**src/rtl/arlp_pkg.sv**
```systemverilog
// ----------------------------------------------------------------------------
// arlp_pkg
// Shared types and constants of the AT response line parser.
// ----------------------------------------------------------------------------
package arlp_pkg;

	// parser phase
	typedef enum logic [1:0] {
		PH_LINE    = 2'd0,
		PH_DIGITS  = 2'd1,
		PH_PAYLOAD = 2'd2,
		PH_SKIP    = 2'd3
	} phase_t;

	// response kinds as seen on the result port
	typedef enum logic [3:0] {
		KIND_UNDEFINED  = 4'd0,
		KIND_SEND_OK    = 4'd1,
		KIND_OK         = 4'd2,
		KIND_RX_DATA    = 4'd3,
		KIND_ERROR      = 4'd4,
		KIND_FAIL       = 4'd5,
		KIND_ALREADY    = 4'd6,
		KIND_SEND_READY = 4'd7,
		KIND_BUSY       = 4'd8,
		KIND_SHORT      = 4'd9,
		KIND_OVERFLOW   = 4'd10
	} kind_t;

	typedef struct packed {
		kind_t       kind;
		logic [7:0]  data_byte;
		logic        is_payload;
		logic        last;
		logic [9:0]  payload_length;
	} result_t;

	localparam int unsigned PREFIX_LEN  = 7;
	localparam int unsigned QUEUE_DEPTH = 4;
	localparam int unsigned QPTR_W      = $clog2(QUEUE_DEPTH);
	localparam int unsigned QCNT_W      = $clog2(QUEUE_DEPTH + 1);

	localparam logic [7:0] CHAR_CR     = 8'h0D;
	localparam logic [7:0] CHAR_LF     = 8'h0A;
	localparam logic [7:0] CHAR_PROMPT = 8'h3E;
	localparam logic [7:0] CHAR_COLON  = 8'h3A;
	localparam logic [7:0] CHAR_ZERO   = 8'h30;
	localparam logic [7:0] CHAR_NINE   = 8'h39;

	// keywords, left aligned in seven character slots (the +IPD, prefix in five)
	localparam logic [55:0] STR_OK      = {"OK", 40'h0};
	localparam logic [55:0] STR_SEND_OK = "SEND OK";
	localparam logic [55:0] STR_ERROR   = {"ERROR", 16'h0};
	localparam logic [55:0] STR_FAIL    = {"FAIL", 24'h0};
	localparam logic [55:0] STR_ALREADY = "ALREADY";
	localparam logic [55:0] STR_BUSY    = "busy...";
	localparam logic [39:0] STR_IPD     = "+IPD,";

endpackage

```
**src/rtl/arlp_front.sv**
```systemverilog
// ----------------------------------------------------------------------------
// arlp_front
// Byte parser: line assembly, keyword classification, +IPD length decode and
// payload pass-through. Produces at most one result per accepted byte.
// ----------------------------------------------------------------------------
module arlp_front import arlp_pkg::*; #(
	parameter int unsigned MAX_PAYLOAD    = 512,
	parameter int unsigned MAX_LEN_DIGITS = 6
) (
	input  logic        clk,
	input  logic        arst_n,
	input  logic        accept,
	input  logic [7:0]  rx_byte,
	output logic        res_valid,
	output result_t     res
);

	localparam int unsigned LEN_W = $clog2(MAX_PAYLOAD + 1);
	localparam logic [19:0] MAX_LEN = 20'(MAX_PAYLOAD);
	localparam logic [2:0]  MAX_DIG = 3'(MAX_LEN_DIGITS);

	phase_t                      phase_q, phase_d;
	logic                        saw_cr_q, saw_cr_d;
	logic [PREFIX_LEN-1:0][7:0]  prefix_q;
	logic                        prefix_we;
	logic [3:0]                  count_q, count_d;
	logic [19:0]                 acc_q, acc_d;
	logic [2:0]                  digits_q, digits_d;
	logic [LEN_W-1:0]            remaining_q, remaining_d;
	logic [LEN_W-1:0]            frame_len_q;
	logic                        frame_load;

	logic        is_cr, is_lf, is_digit, is_colon, end_of_line, is_ipd;
	logic        len_ok, pay_last;
	logic [19:0] acc_x10, acc_next;
	kind_t       line_kind;

	function automatic logic starts_with(input logic [PREFIX_LEN-1:0][7:0] pre,
			input logic [3:0] cnt, input logic [55:0] str, input logic [3:0] len);
		logic hit;
		hit = (cnt >= len);
		for (int i = 0; i < PREFIX_LEN; i++) begin
			if ((4'(i) < len) && (pre[i] != str[55-8*i -: 8]))
				hit = 1'b0;
		end
		return hit;
	endfunction

	assign is_cr       = (rx_byte == CHAR_CR);
	assign is_lf       = (rx_byte == CHAR_LF);
	assign is_colon    = (rx_byte == CHAR_COLON);
	assign is_digit    = (rx_byte >= CHAR_ZERO) && (rx_byte <= CHAR_NINE);
	assign end_of_line = is_lf && saw_cr_q;
	assign is_ipd      = (count_q == 4'd4) &&
		({prefix_q[0], prefix_q[1], prefix_q[2], prefix_q[3], rx_byte} == STR_IPD);
	assign acc_x10     = {acc_q[16:0], 3'b000} + {acc_q[18:0], 1'b0};
	assign acc_next    = acc_x10 + {16'h0, rx_byte[3:0]};
	assign len_ok      = (digits_q != 3'd0) && (acc_q != 20'd0) && (acc_q <= MAX_LEN);
	assign pay_last    = (remaining_q <= LEN_W'(1));

	always_comb begin
		if (starts_with(prefix_q, count_q, STR_OK, 4'd2))
			line_kind = KIND_OK;
		else if (starts_with(prefix_q, count_q, STR_SEND_OK, 4'd7))
			line_kind = KIND_SEND_OK;
		else if (starts_with(prefix_q, count_q, STR_ERROR, 4'd5))
			line_kind = KIND_ERROR;
		else if (starts_with(prefix_q, count_q, STR_FAIL, 4'd4))
			line_kind = KIND_FAIL;
		else if (starts_with(prefix_q, count_q, STR_ALREADY, 4'd7))
			line_kind = KIND_ALREADY;
		else if (starts_with(prefix_q, count_q, STR_BUSY, 4'd7))
			line_kind = KIND_BUSY;
		else if (count_q >= 4'd7)
			line_kind = KIND_UNDEFINED;
		else
			line_kind = KIND_SHORT;
	end

	// next state
	always_comb begin
		phase_d     = phase_q;
		saw_cr_d    = saw_cr_q;
		count_d     = count_q;
		acc_d       = acc_q;
		digits_d    = digits_q;
		remaining_d = remaining_q;
		prefix_we   = 1'b0;
		frame_load  = 1'b0;
		case (phase_q)
			PH_PAYLOAD: begin
				if (remaining_q != '0)
					remaining_d = remaining_q - LEN_W'(1);
				if (pay_last) begin
					phase_d  = PH_LINE;
					saw_cr_d = 1'b0;
					count_d  = 4'd0;
				end
			end
			PH_SKIP: begin
				if (end_of_line) begin
					phase_d  = PH_LINE;
					saw_cr_d = 1'b0;
					count_d  = 4'd0;
				end else begin
					saw_cr_d = is_cr;
				end
			end
			PH_DIGITS: begin
				if (is_digit && (digits_q < MAX_DIG)) begin
					acc_d    = acc_next;
					digits_d = digits_q + 3'd1;
				end else if (is_colon && len_ok) begin
					frame_load  = 1'b1;
					remaining_d = acc_q[LEN_W-1:0];
					phase_d     = PH_PAYLOAD;
					saw_cr_d    = 1'b0;
				end else begin
					phase_d  = PH_SKIP;
					saw_cr_d = is_cr;
				end
			end
			PH_LINE: begin
				if (is_cr) begin
					saw_cr_d = 1'b1;
				end else if (end_of_line) begin
					saw_cr_d = 1'b0;
					count_d  = 4'd0;
				end else begin
					saw_cr_d = 1'b0;
					if (!((count_q == 4'd0) && (rx_byte == CHAR_PROMPT))) begin
						prefix_we = (count_q < 4'(PREFIX_LEN));
						if (count_q != 4'd15)
							count_d = count_q + 4'd1;
						if (is_ipd) begin
							phase_d  = PH_DIGITS;
							acc_d    = 20'd0;
							digits_d = 3'd0;
						end
					end
				end
			end
			default: begin
				phase_d = PH_LINE;
			end
		endcase
	end

	// result
	always_comb begin
		res_valid          = 1'b0;
		res.kind           = KIND_UNDEFINED;
		res.data_byte      = 8'h00;
		res.is_payload     = 1'b0;
		res.last           = 1'b0;
		res.payload_length = 10'd0;
		case (phase_q)
			PH_PAYLOAD: begin
				res_valid          = accept;
				res.kind           = KIND_RX_DATA;
				res.data_byte      = rx_byte;
				res.is_payload     = 1'b1;
				res.last           = pay_last;
				res.payload_length = 10'(frame_len_q);
			end
			PH_DIGITS: begin
				res_valid = accept && !(is_digit && (digits_q < MAX_DIG)) &&
					!(is_colon && len_ok);
			end
			PH_LINE: begin
				if (!is_cr && end_of_line && (count_q != 4'd0)) begin
					res_valid = accept;
					res.kind  = line_kind;
				end else if (!is_cr && !end_of_line && (count_q == 4'd0) &&
						(rx_byte == CHAR_PROMPT)) begin
					res_valid = accept;
					res.kind  = KIND_SEND_READY;
				end
			end
			default: begin
				res_valid = 1'b0;
			end
		endcase
	end

	always_ff @(posedge clk or negedge arst_n) begin
		if (!arst_n) begin
			phase_q     <= PH_LINE;
			saw_cr_q    <= 1'b0;
			count_q     <= 4'd0;
			acc_q       <= 20'd0;
			digits_q    <= 3'd0;
			remaining_q <= '0;
		end else if (accept) begin
			phase_q     <= phase_d;
			saw_cr_q    <= saw_cr_d;
			count_q     <= count_d;
			acc_q       <= acc_d;
			digits_q    <= digits_d;
			remaining_q <= remaining_d;
		end
	end

	always_ff @(posedge clk) begin
		if (accept && prefix_we)
			prefix_q[count_q[2:0]] <= rx_byte;
		if (accept && frame_load)
			frame_len_q <= acc_q[LEN_W-1:0];
	end

	a_payload_has_bytes: assert property (@(posedge clk) disable iff (!arst_n)
		phase_q == PH_PAYLOAD |-> remaining_q != '0)
		else $error("payload phase with no bytes left");

	a_last_ends_frame: assert property (@(posedge clk) disable iff (!arst_n)
		(accept && phase_q == PH_PAYLOAD && pay_last) |=> phase_q == PH_LINE && count_q == 4'd0)
		else $error("frame did not end after last payload byte");

	a_digit_bound: assert property (@(posedge clk) disable iff (!arst_n)
		phase_q == PH_DIGITS |-> digits_q <= MAX_DIG)
		else $error("length digit count out of range");

endmodule

```
**src/rtl/arlp_queue.sv**
```systemverilog
// ----------------------------------------------------------------------------
// arlp_queue
// Result queue between the parser and the result port; each side stalls on
// its own.
// ----------------------------------------------------------------------------
module arlp_queue import arlp_pkg::*; (
	input  logic     clk,
	input  logic     arst_n,
	input  logic     push,
	input  result_t  wdata,
	output logic     full,
	input  logic     pop,
	output logic     empty,
	output result_t  rdata
);

	result_t             entry_q [QUEUE_DEPTH];
	logic [QPTR_W-1:0]   wptr_q, rptr_q;
	logic [QCNT_W-1:0]   count_q;
	logic                do_pop;

	assign full   = (count_q == QCNT_W'(QUEUE_DEPTH));
	assign empty  = (count_q == '0);
	assign do_pop = pop && !empty;
	assign rdata  = entry_q[rptr_q];

	always_ff @(posedge clk or negedge arst_n) begin
		if (!arst_n) begin
			wptr_q  <= '0;
			rptr_q  <= '0;
			count_q <= '0;
		end else begin
			if (push)
				wptr_q <= wptr_q + QPTR_W'(1);
			if (do_pop)
				rptr_q <= rptr_q + QPTR_W'(1);
			if (push && !do_pop)
				count_q <= count_q + QCNT_W'(1);
			else if (!push && do_pop)
				count_q <= count_q - QCNT_W'(1);
		end
	end

	always_ff @(posedge clk) begin
		if (push)
			entry_q[wptr_q] <= wdata;
	end

	a_no_push_full: assert property (@(posedge clk) disable iff (!arst_n)
		!(push && full))
		else $error("transaction pushed into a full result queue");

	a_count_bound: assert property (@(posedge clk) disable iff (!arst_n)
		count_q <= QCNT_W'(QUEUE_DEPTH))
		else $error("result queue count out of range");

endmodule

```
**src/rtl/at_response_line_parser.sv**
```systemverilog
// ----------------------------------------------------------------------------
// at_response_line_parser
// Modem AT response parser: one received byte in, at most one result out.
// ----------------------------------------------------------------------------
// The block takes one byte every clock cycle while full is low; a byte's
// result, if it has one, is in the four-entry result queue from the cycle
// after the byte was taken and stays there until popped. The parser keeps the
// first seven characters of a line and classifies it on CR LF in the same
// cycle, so the rate is set only by the result queue: full rises after four
// results wait unpopped. Payload bytes after +IPD,<len>: come out one result
// per byte, the last one marked.
// ----------------------------------------------------------------------------
module at_response_line_parser import arlp_pkg::*; #(
	parameter int unsigned MAX_PAYLOAD    = 512,
	parameter int unsigned MAX_LEN_DIGITS = 6
) (
	input  logic        clk,
	input  logic        arst_n,
	input  logic        push,
	output logic        full,
	input  logic [7:0]  rx_byte,
	output logic        empty,
	input  logic        pop,
	output logic [3:0]  kind,
	output logic [7:0]  data_byte,
	output logic        is_payload,
	output logic        last,
	output logic [9:0]  payload_length
);

	logic     accept;
	logic     res_valid;
	result_t  res;
	result_t  head;

	assign accept = push && !full;

	arlp_front #(
		.MAX_PAYLOAD    (MAX_PAYLOAD),
		.MAX_LEN_DIGITS (MAX_LEN_DIGITS)
	) u_front (
		.clk       (clk),
		.arst_n    (arst_n),
		.accept    (accept),
		.rx_byte   (rx_byte),
		.res_valid (res_valid),
		.res       (res)
	);

	arlp_queue u_queue (
		.clk    (clk),
		.arst_n (arst_n),
		.push   (res_valid),
		.wdata  (res),
		.full   (full),
		.pop    (pop),
		.empty  (empty),
		.rdata  (head)
	);

	assign kind           = head.kind;
	assign data_byte      = head.data_byte;
	assign is_payload     = head.is_payload;
	assign last           = head.last;
	assign payload_length = head.payload_length;

endmodule
```
**config.mk**
```make
export PLATFORM = sky130hd
export DESIGN_NAME = at_response_line_parser
export DESIGN_NICKNAME = d
export VERILOG_FILES = /design/src/rtl/arlp_pkg.sv /design/src/rtl/arlp_front.sv /design/src/rtl/arlp_queue.sv /design/src/rtl/at_response_line_parser.sv
export SDC_FILE = /design/constraint.sdc
export NUM_CORES = 1
export LEC_CHECK = 0
export ABC_AREA = 1
export ABC_CLOCK_PERIOD_IN_PS = 2700
export BUFFER_PORTS_ARGS = -buffer_cell sky130_fd_sc_hd__buf_2
export CAP_MARGIN = 30
export CORE_UTILIZATION = 30
export DETAILED_ROUTE_END_ITERATION = 6
export PLACE_DENSITY_LB_ADDON = 0.12
export SYNTH_ARGS = -nofsm -noshare
export SYNTH_HDL_FRONTEND = slang
export SYNTH_SLANG_ARGS = --single-unit
```
**constraint.sdc**
```tcl
create_clock -name clk -period 2.7 [get_ports clk]
set_input_delay 0.27 -clock clk [delete_from_list [all_inputs] [get_ports clk]]
set_output_delay 0.27 -clock clk [all_outputs]
set_load 0.03 [all_outputs]
```
==> results.txt, run 1 <==
----------------------------------------------------
[Synth]
  Flip-flop and latch count after synthesis ... 209
  Distinct cell type count of the synthesized netlist ... 42
  Gate count of the mapped netlist ... 1131
  Count of yosys warnings during synthesis ... 0
  Register area share after synthesis ... 55.8%
  Avg Inst Size Synth ... 9.57 um^2
  Post-synth top flop ... edfxtp_1
  Combined area of all synthesized cells ... 0.0108 mm^2
  Async SR Flop Fraction ... 22.5%
  Post-synthesis net count ... 1193
  Count of flip-flops with a built-in enable after synthesis ... 162

[CTS]
  Number of buffers on the longest clock path ... 3
  Clock transition at the registers of the reported paths ... 0.06 ns
  Number of clock buffers inserted by TritonCTS ... 25
  Sink Count ... 209
  CTS tree ... yes
  Clock network latency to the later pin of the worst-skew pair ... 0.54 ns
  Clock root buffer ... clkbuf_16
  H-tree depth reported by CTS ... 1

[Finish]
  Leading cell types in the layout, fill and taps excluded ... 209 x nand2_1, 180 x nor2_1, 162 x edfxtp_1, 111 x inv_1, 78 x o21ai_0
  Finished Core Util ... 35.8%
  Fill cell instance count of the final layout ... 3670
  Area Growth Syn to Fin ... 17.7%
  Commonest non-fill, non-tap cell in the layout ... nand2_1
  Ratio of cells with drive above 1 in the final layout ... 16.6%
  Finished Layout Cells ... 1709
  Antenna diode instance count ... 0
  Fin area ... 0.0127 mm^2
  Count of nets after finishing ... 1291

[GRT]
  Antenna violations before repair ... 0
  Global-route wire length before repair ... 45.1 mm
  Overall fraction of global-route tracks in use ... 16.3%
  Vias in the first global route ... 7827
  Total congestion overflow after global routing ... 0
  Largest net degree at the start of global routing ... 33

[Hold path]
  Worst Hold End ... u_front.prefix_q[7]
  Hold wc startpoint ... rx_byte[7]
  Hold Path Class ... in2reg
  Cell depth of the worst min-delay path ... 2

[Worst setup path]
  Kind of start point of the critical path ... flip-flop
  Reg-to-reg critical path endpoint ... u_front.acc_q[18]
  R2r setup slk ... 0.23 ns
  Top cell family by delay on the critical path ... adder cells
  Arrival @ worst endpoint ... 2.89 ns
  Critical Path Stages ... 13
  Crit Reg-Reg Startpoint ... u_front.acc_q[0]
  Critical-path top delay cell ... fa_1
  Count of buffering cells on the critical path with inverters included ... 2
  Biggest fanout along the worst timing path ... 5
  Worst EP required ... 3.12 ns
  Depth of the most critical reg-to-reg path ... 13
  Type of destination of the critical path ... flip-flop
  Worst Setup Path Type ... reg2reg
  Maximum single-stage delay on the critical path ... 0.55 ns
  Cell Chain, Critical Path ... fa_1 -> inv_1 -> fa_1 -> inv_1 -> nand3_1 -> nand2_2 -> nand3_1 -> nand2_1 -> nand3_1 -> nand2_1 -> nand2_1 -> nand3_1 -> nand2_1

[STA]
  Final cycle utilization of the critical path ... 91.6%
  Number of max-slew violations in the final report ... 0
  Final Critical Period ... 2.47 ns
  Final hold violation count ... 0
  Final-report setup violation count ... 0
  Normalized max-slew margin ... 60.0%
  Max Fclk ... 405 MHz
  Worst-margin pin slew ... 0.600 ns
  Clock Skew ... 0.0124 ns

[Placed design]
  Buffers added on ports ... 37
  Cell Area, Placed ... 0.0119 mm^2
  Final HPWL from detailed placement ... 21.3 mm
  Placed cell count ... 1661
  Last weighted congestion value of the routability-driven placer ... 0.915

[Power and ir drop]
  Total internal power ... 7.47 mW
  Sw Ratio ... 39.7%
  Part of the total power dissipated in combinational logic ... 37.9%
  Net switching component of the power ... 4.93 mW
  Part of the total power dissipated in the clock network ... 26.5%
  Reported leakage power ... 5.37 nW
  Power density over the cells ... 974 mW/mm^2
  IR drop worst, VDD ... 0.673 mV
  Portion of total power attributed to sequential cells ... 35.6%
  Sum of internal, switching and leakage power ... 12.4 mW

[Drt]
  Number of violations reported at the end of detailed-routing iteration 0 ... 554
  Residual DRC count ... 0
  Wirelength per Cell ... 17.1 um
  Ratio of routed vias to standard cells ... 4.66
  Drt first pass iters ... 6
  Remaining antenna violation count after routing ... 0
  Via total after detailed routing ... 7963
  Routed WL ... 29.2 mm

[Floorplanning]
  DIE AREA ... 0.0368 mm^2
  Count of standard-cell rows ... 69
  Vert. Die Dim ... 192 um
  Horiz. Die Dim ... 192 um
  I/O pin count ... 38
  Placeable core region ... 0.0356 mm^2
  Starting density of the core ... 30.4%

[Run status]
  Run status ... completed

[Job]
  Count of max-cap constraint violations ... 0

----------------------------------------------------
-- power groups by stage --
stage                     Combinational [mW]  Clock, mW  Sequential, mW
after global placement                  4.77          0            4.48
final                                   4.70       3.29            4.41
after detailed placement                4.77          0            4.47
after CTS                               4.78       3.38            4.41
after floorplan                         3.28          0            4.40
after global routing                    5.28       3.50            4.48
-- kinds of logic after synthesis --
logic type / synth area share, %
buffers and inverters: 5.63
AOI/OAI and AO/OA: 8.44
and+or+nand+nor: 23.2
xor gates and xnor gates: 0.890
adders and majority gates: 5.99
DFF: 55.8
-- worst max-delay path by stage --
stage,startpoint,slack [ns],endpoint
floorplan,u_front.count_q[1],0.15,u_queue.entry_q[0][0]
global placement,rx_byte[6],-0.02,u_queue.count_q[2]
detailed placement,rx_byte[6],-0.06,u_queue.count_q[2]
CTS,u_front.count_q[0],0.08,u_queue.count_q[2]
global route,u_front.count_q[0],-0.006,u_queue.count_q[2]
finish,u_front.acc_q[0],0.23,u_front.acc_q[18]
-- flip-flops by register name, indices dropped and copies added, names as in the netlist --
| signal | count |
|---|---|
| u_queue.entry_q | 96 |
| u_front.prefix_q | 56 |
| u_front.acc_q | 20 |
| u_front.frame_len_q | 10 |
| u_front.remaining_q | 10 |
| u_front.count_q | 4 |
| u_front.digits_q | 3 |
| u_queue.count_q | 3 |
| u_front.phase_q | 2 |
| u_queue.rptr_q | 2 |
| u_queue.wptr_q | 2 |
| u_front.saw_cr_q | 1 |
-- metal layers --
metal,global-route usage (%),part of all wire (%),up-vias
met5,0,0,-
met4,4.00,2.0,0
met3,2.17,3.6,34
met2,26.0,45,121
met1,23.1,50,3767
li1,-,-,4041
-- area by class of cell --
cell class                      count  area (um^2)  area share (%)
Multi-Input combinational cell    778         4190            32.9
Clock buffer                       25          626            4.91
Tap cell                          461          577            4.53
Timing Repair Buffer               95          673            5.29
Clock inverter                     21          178            1.40
Inverter                          120          455            3.58
Sequential cell                   209         6040            47.4
-- what timing repair did --
| item | 4_1_cts | 5_1_grt |
|---|---|---|
| gates resized for setup | 0 | 5 |
| hold buffers | 1 | 0 |
| setup buffers | 0 | 1 |
| endpoints found under the hold margin | 13 | 0 |
| endpoints found under the setup margin | 0 | 3 |
-- per-stage QoR --
stage / TNS (ns) / hold slack [ns] / worst slack (ns)
4_1_cts: 0 / 0.0574 / 0.0781
3_5_place_dp: -0.0582 / 0.240 / -0.0582
3_3_place_gp: -0.0236 / 0.240 / -0.0236
6_report: 0 / 0.0655 / 0.228
2_1_floorplan: 0 / -0.0256 / 0.154
5_1_grt: -0.00602 / 0.0695 / -0.00602
-- synth_stat cells, types with 3 or more instances --
library cell | n | share of area (%)
o21ai_2 | 12 | 0.97
o21ai_0 | 78 | 3.6
nor2_4 | 5 | 0.52
inv_1 | 111 | 3.9
o22ai_1 | 24 | 1.4
nand2_2 | 14 | 0.81
ha_1 | 47 | 5.4
edfxtp_1 | 162 | 45
nand3b_1 | 6 | 0.42
nor3_1 | 18 | 0.83
a21o_1 | 3 | 0.21
nor3b_1 | 3 | 0.21
a21oi_1 | 32 | 1.5
fa_1 | 3 | 0.56
dfrtp_1 | 47 | 11
inv_2 | 7 | 0.24
nand2_1 | 210 | 7.3
or2_2 | 8 | 0.46
xor2_1 | 6 | 0.49
nand4_1 | 20 | 1.2
buf_6 | 6 | 0.62
nand3_1 | 76 | 3.5
clkbuf_1 | 15 | 0.52
xnor2_1 | 5 | 0.40
nor2_2 | 8 | 0.46
nor2_1 | 181 | 6.3
No activity file was read; power rests on OpenSTA's default activity.
==> run 2, diff against run 1 <==
--- a/config.mk
+++ b/config.mk
@@ -6,7 +6,7 @@
 export NUM_CORES = 1
 export LEC_CHECK = 0
 export ABC_AREA = 1
-export ABC_CLOCK_PERIOD_IN_PS = 2700
+export ABC_CLOCK_PERIOD_IN_PS = 3100
 export BUFFER_PORTS_ARGS = -buffer_cell sky130_fd_sc_hd__buf_2
 export CAP_MARGIN = 30
 export CORE_UTILIZATION = 30
==> constraint.sdc (replaced) <==
create_clock -name clk -period 3.1 [get_ports clk]
set_input_delay 0.31 -clock clk [delete_from_list [all_inputs] [get_ports clk]]
set_output_delay 0.31 -clock clk [all_outputs]
set_load 0.03 [all_outputs]
==> run 2 against run 1 <==
Compared with the run above: worst setup slack better by 0.16 ns; clock power down 13%; sequential share of layout area up 1.1 points; maximum frequency is 8.9% lower; total power down 14%; combinational power shrank 17%; global-route usage fell by 0.24 points; critical endpoint is now u_queue.count_q[2].
==> results.txt, run 2 (synthesis gave the netlist of run 1 again) <==
----------------------------------------------------
[Power and ir drop]
  Sum of internal, switching and leakage power ... 10.6 mW (-14%)
  Total internal power ... 6.43 mW (-14%)
  Portion of total power attributed to sequential cells ... 36.4% (+0.8 points)
  Reported leakage power ... 5.21 nW (-2.9%)
  IR drop worst, VDD ... 0.545 mV (-19%)
  Part of the total power dissipated in the clock network ... 27.0% (+0.5 points)
  Power density over the cells ... 853 mW/mm^2 (-12%)
  Part of the total power dissipated in combinational logic ... 36.6% (-1.3 points)
  Sw Ratio ... 39.5% (-0.25 points)
  Net switching component of the power ... 4.20 mW (-15%)

[GRT]
  Global-route wire length before repair ... 44.8 mm (-0.81%)
  Largest net degree at the start of global routing ... 31 (-6.1%)
  Vias in the first global route ... 7694 (-1.7%)
  Antenna violations before repair ... 0 (unchanged)
  Total congestion overflow after global routing ... 0 (unchanged)
  Overall fraction of global-route tracks in use ... 16.0% (-0.24 points)

[STA]
  Final hold violation count ... 0 (unchanged)
  Final cycle utilization of the critical path ... 87.6% (-4.0 points)
  Number of max-slew violations in the final report ... 0 (unchanged)
  Clock Skew ... 0.0266 ns (+0.0142 ns)
  Worst-margin pin slew ... 0.773 ns (+0.172 ns)
  Normalized max-slew margin ... 48.5% (-11 points)
  Final Critical Period ... 2.71 ns (+0.243 ns)
  Final-report setup violation count ... 0 (unchanged)
  Final-layout worst hold slack ... 0.0898 ns (+0.0243 ns)
  Max Fclk ... 368 MHz (-8.9%)
  Setup_tns ... 0 ns (unchanged)
  Unrepaired setup endpoints after global routing ... no

[Finish]
  Antenna diode instance count ... 0 (unchanged)
  Finished Core Util ... 35.0% (-0.78 points)
  Combined area of the multi-input logic cells ... 0.00417 mm^2 (-0.42%)
  Area Growth Syn to Fin ... 15.1%
  Flip-flop count of the largest register, all copies and words added ... 96 (unchanged)
  Commonest non-fill, non-tap cell in the layout ... nand2_1
  Area taken by flip-flops and latches ... 0.00604 mm^2 (unchanged)
  Count of nets after finishing ... 1264 (-2.1%)
  Most flop-heavy register ... u_queue.entry_q
  Fin area ... 0.0125 mm^2 (-2.2%)
  Ratio of cells with drive above 1 in the final layout ... 13.9% (-2.6 points)
  Fill cell instance count of the final layout ... 3641 (-0.79%)
  Leading cell types in the layout, fill and taps excluded ... 210 x nand2_1, 181 x nor2_1, 162 x edfxtp_1, 111 x inv_1, 78 x o21ai_0

[Worst setup path]
  Kind of start point of the critical path ... flip-flop
  Worst Setup Path Type ... reg2reg
  Worst EP required ... 3.51 ns (+0.39 ns)
  Cell Chain, Critical Path ... inv_1 -> ha_1 -> nand2_2 -> nor3_4 -> inv_1 -> nand2_1 -> nand2_1 -> nand2_2 -> nand2_2 -> nand2_4 -> ha_1 -> inv_1 -> fa_1 -> a21oi_1 -> o21ai_0 -> xor2_1
  Maximum single-stage delay on the critical path ... 0.42 ns (-0.13 ns)
  R2r setup slk ... 0.39 ns (+0.16 ns)
  Critical-path top delay cell ... dfrtp_1
  Count of buffering cells on the critical path with inverters included ... 3 (+1)
  Biggest fanout along the worst timing path ... 5 (unchanged)
  Arrival @ worst endpoint ... 3.13 ns (+0.24 ns)
  Top cell family by delay on the critical path ... adder cells
  Type of destination of the critical path ... flip-flop

[Drt]
  M1 wire length ... 14.4 mm (-0.70%)
  Routed WL ... 28.9 mm (-1.0%)
  Wirelength per Cell ... 17.2 um (+0.67%)
  Drt first pass iters ... 5 (-1)
  Routed wire length on met3 ... 1.19 mm (+13%)
  Remaining antenna violation count after routing ... 0 (unchanged)
  Ratio of routed vias to standard cells ... 4.69 (+0.69%)
  Number of violations reported at the end of detailed-routing iteration 0 ... 497 (-10%)
  Residual DRC count ... 0 (unchanged)
  Met2 WL post-DR ... 12.7 mm (-3.0%)
  Via total after detailed routing ... 7882 (-1.0%)
  Highest layer used for signal routing ... met4

[CTS]
  Clock transition at the registers of the reported paths ... 0.06 ns (about the same)
  Clock network latency to the later pin of the worst-skew pair ... 0.54 ns (about the same)
  H-tree depth reported by CTS ... 1 (unchanged)
  Clock root buffer ... clkbuf_16
  CTS tree ... yes
  Number of buffers on the longest clock path ... 3 (unchanged)
  Postcts setup bufs ... 0 (unchanged)
  Sink Count ... 209 (unchanged)
  Number of clock buffers inserted by TritonCTS ... 24 (-4.0%)

[Floorplanning]
  Starting density of the core ... 30.4% (unchanged)
  Count of standard-cell rows ... 69 (unchanged)
  Placeable core region ... 0.0356 mm^2 (unchanged)
  Horiz. Die Dim ... 192 um (unchanged)
  DIE AREA ... 0.0368 mm^2 (unchanged)
  Vert. Die Dim ... 192 um (unchanged)
  I/O pin count ... 38 (unchanged)

[Placed design]
  Last weighted congestion value of the routability-driven placer ... 0.906 (-0.91%)
  Cell Area, Placed ... 0.0117 mm^2 (-2.0%)
  Final HPWL from detailed placement ... 20.8 mm (-2.1%)
  Buffers added on ports ... 37 (unchanged)

[Job]
  Count of max-cap constraint violations ... 0 (unchanged)

[Hold path]
  Hold Path Class ... in2reg

[Run status]
  Run status ... completed

----------------------------------------------------
==> run 2: worst paths after layout <==
kind                                    start                      to  cells after the start
max in group asynchronous              arst_n        u_front.acc_q[7]                      3
hold reg to reg             u_front.acc_q[19]       u_front.acc_q[19]                      2
min in group asynchronous              arst_n  u_front.remaining_q[4]                      2
setup reg to reg           u_front.count_q[0]      u_queue.count_q[2]                     16
setup / recovery           u_front.count_q[0]      u_queue.count_q[2]                     16
hold / removal                     rx_byte[5]     u_front.prefix_q[5]                      1
==> run 2: routing by layer <==
metal	GRT usage [%]	vias up
li1	-	3971
met1	23.0	3730
met2	25.0	140
met3	2.45	41
met4	3.94	0
met5	0	-
==> run 2: what timing repair did <==
action / 4_1_cts / 5_1_grt
resized for setup: 0 / 0
hold buffers: 1 / 0
endpoints found under the hold margin: 25 / 0
==> run 2: area by class of cell <==
cell class              instances  area share (%)
repair buffers                 69            3.44
well taps                     461            4.63
inverters                     120            3.66
flip-flops and latches        209            48.5
multi-input cells             778            33.5
clock inverters                10            1.15
clock buffers                  33            5.17
==> run 2: worst reg2reg max path, cell delays in order, from the launching register on <==
cell and delay (ns):
dfrtp_1 0.42, inv_1 0.15, ha_1 0.21, nand2_2 0.10
nor3_4 0.22, inv_1 0.07, nand2_1 0.07, nand2_1 0.07
nand2_2 0.08, nand2_2 0.08, nand2_4 0.12, ha_1 0.15
inv_1 0.07, fa_1 0.38, a21oi_1 0.15, o21ai_0 0.11
xor2_1 0.15
==> run 2: power by group through the flow <==
stage | Combinational [mW] | Clock [mW] | Sequential, mW
floorplan | 2.86 | 0 | 3.83
global placement | 3.99 | 0 | 3.92
detailed placement | 3.97 | 0 | 3.92
CTS | 3.98 | 2.95 | 3.87
global route | 4.37 | 3.05 | 3.93
finish | 3.89 | 2.87 | 3.87
==> run 2: per-stage QoR <==
stage | cells | setup slack, ns
2_1_floorplan | 1131 | 0.554
4_1_cts | 1680 | 0.385
6_report | 1680 | 0.385
3_3_place_gp | 1636 | 0.388
3_5_place_dp | 1636 | 0.360
5_1_grt | 1680 | 0.167
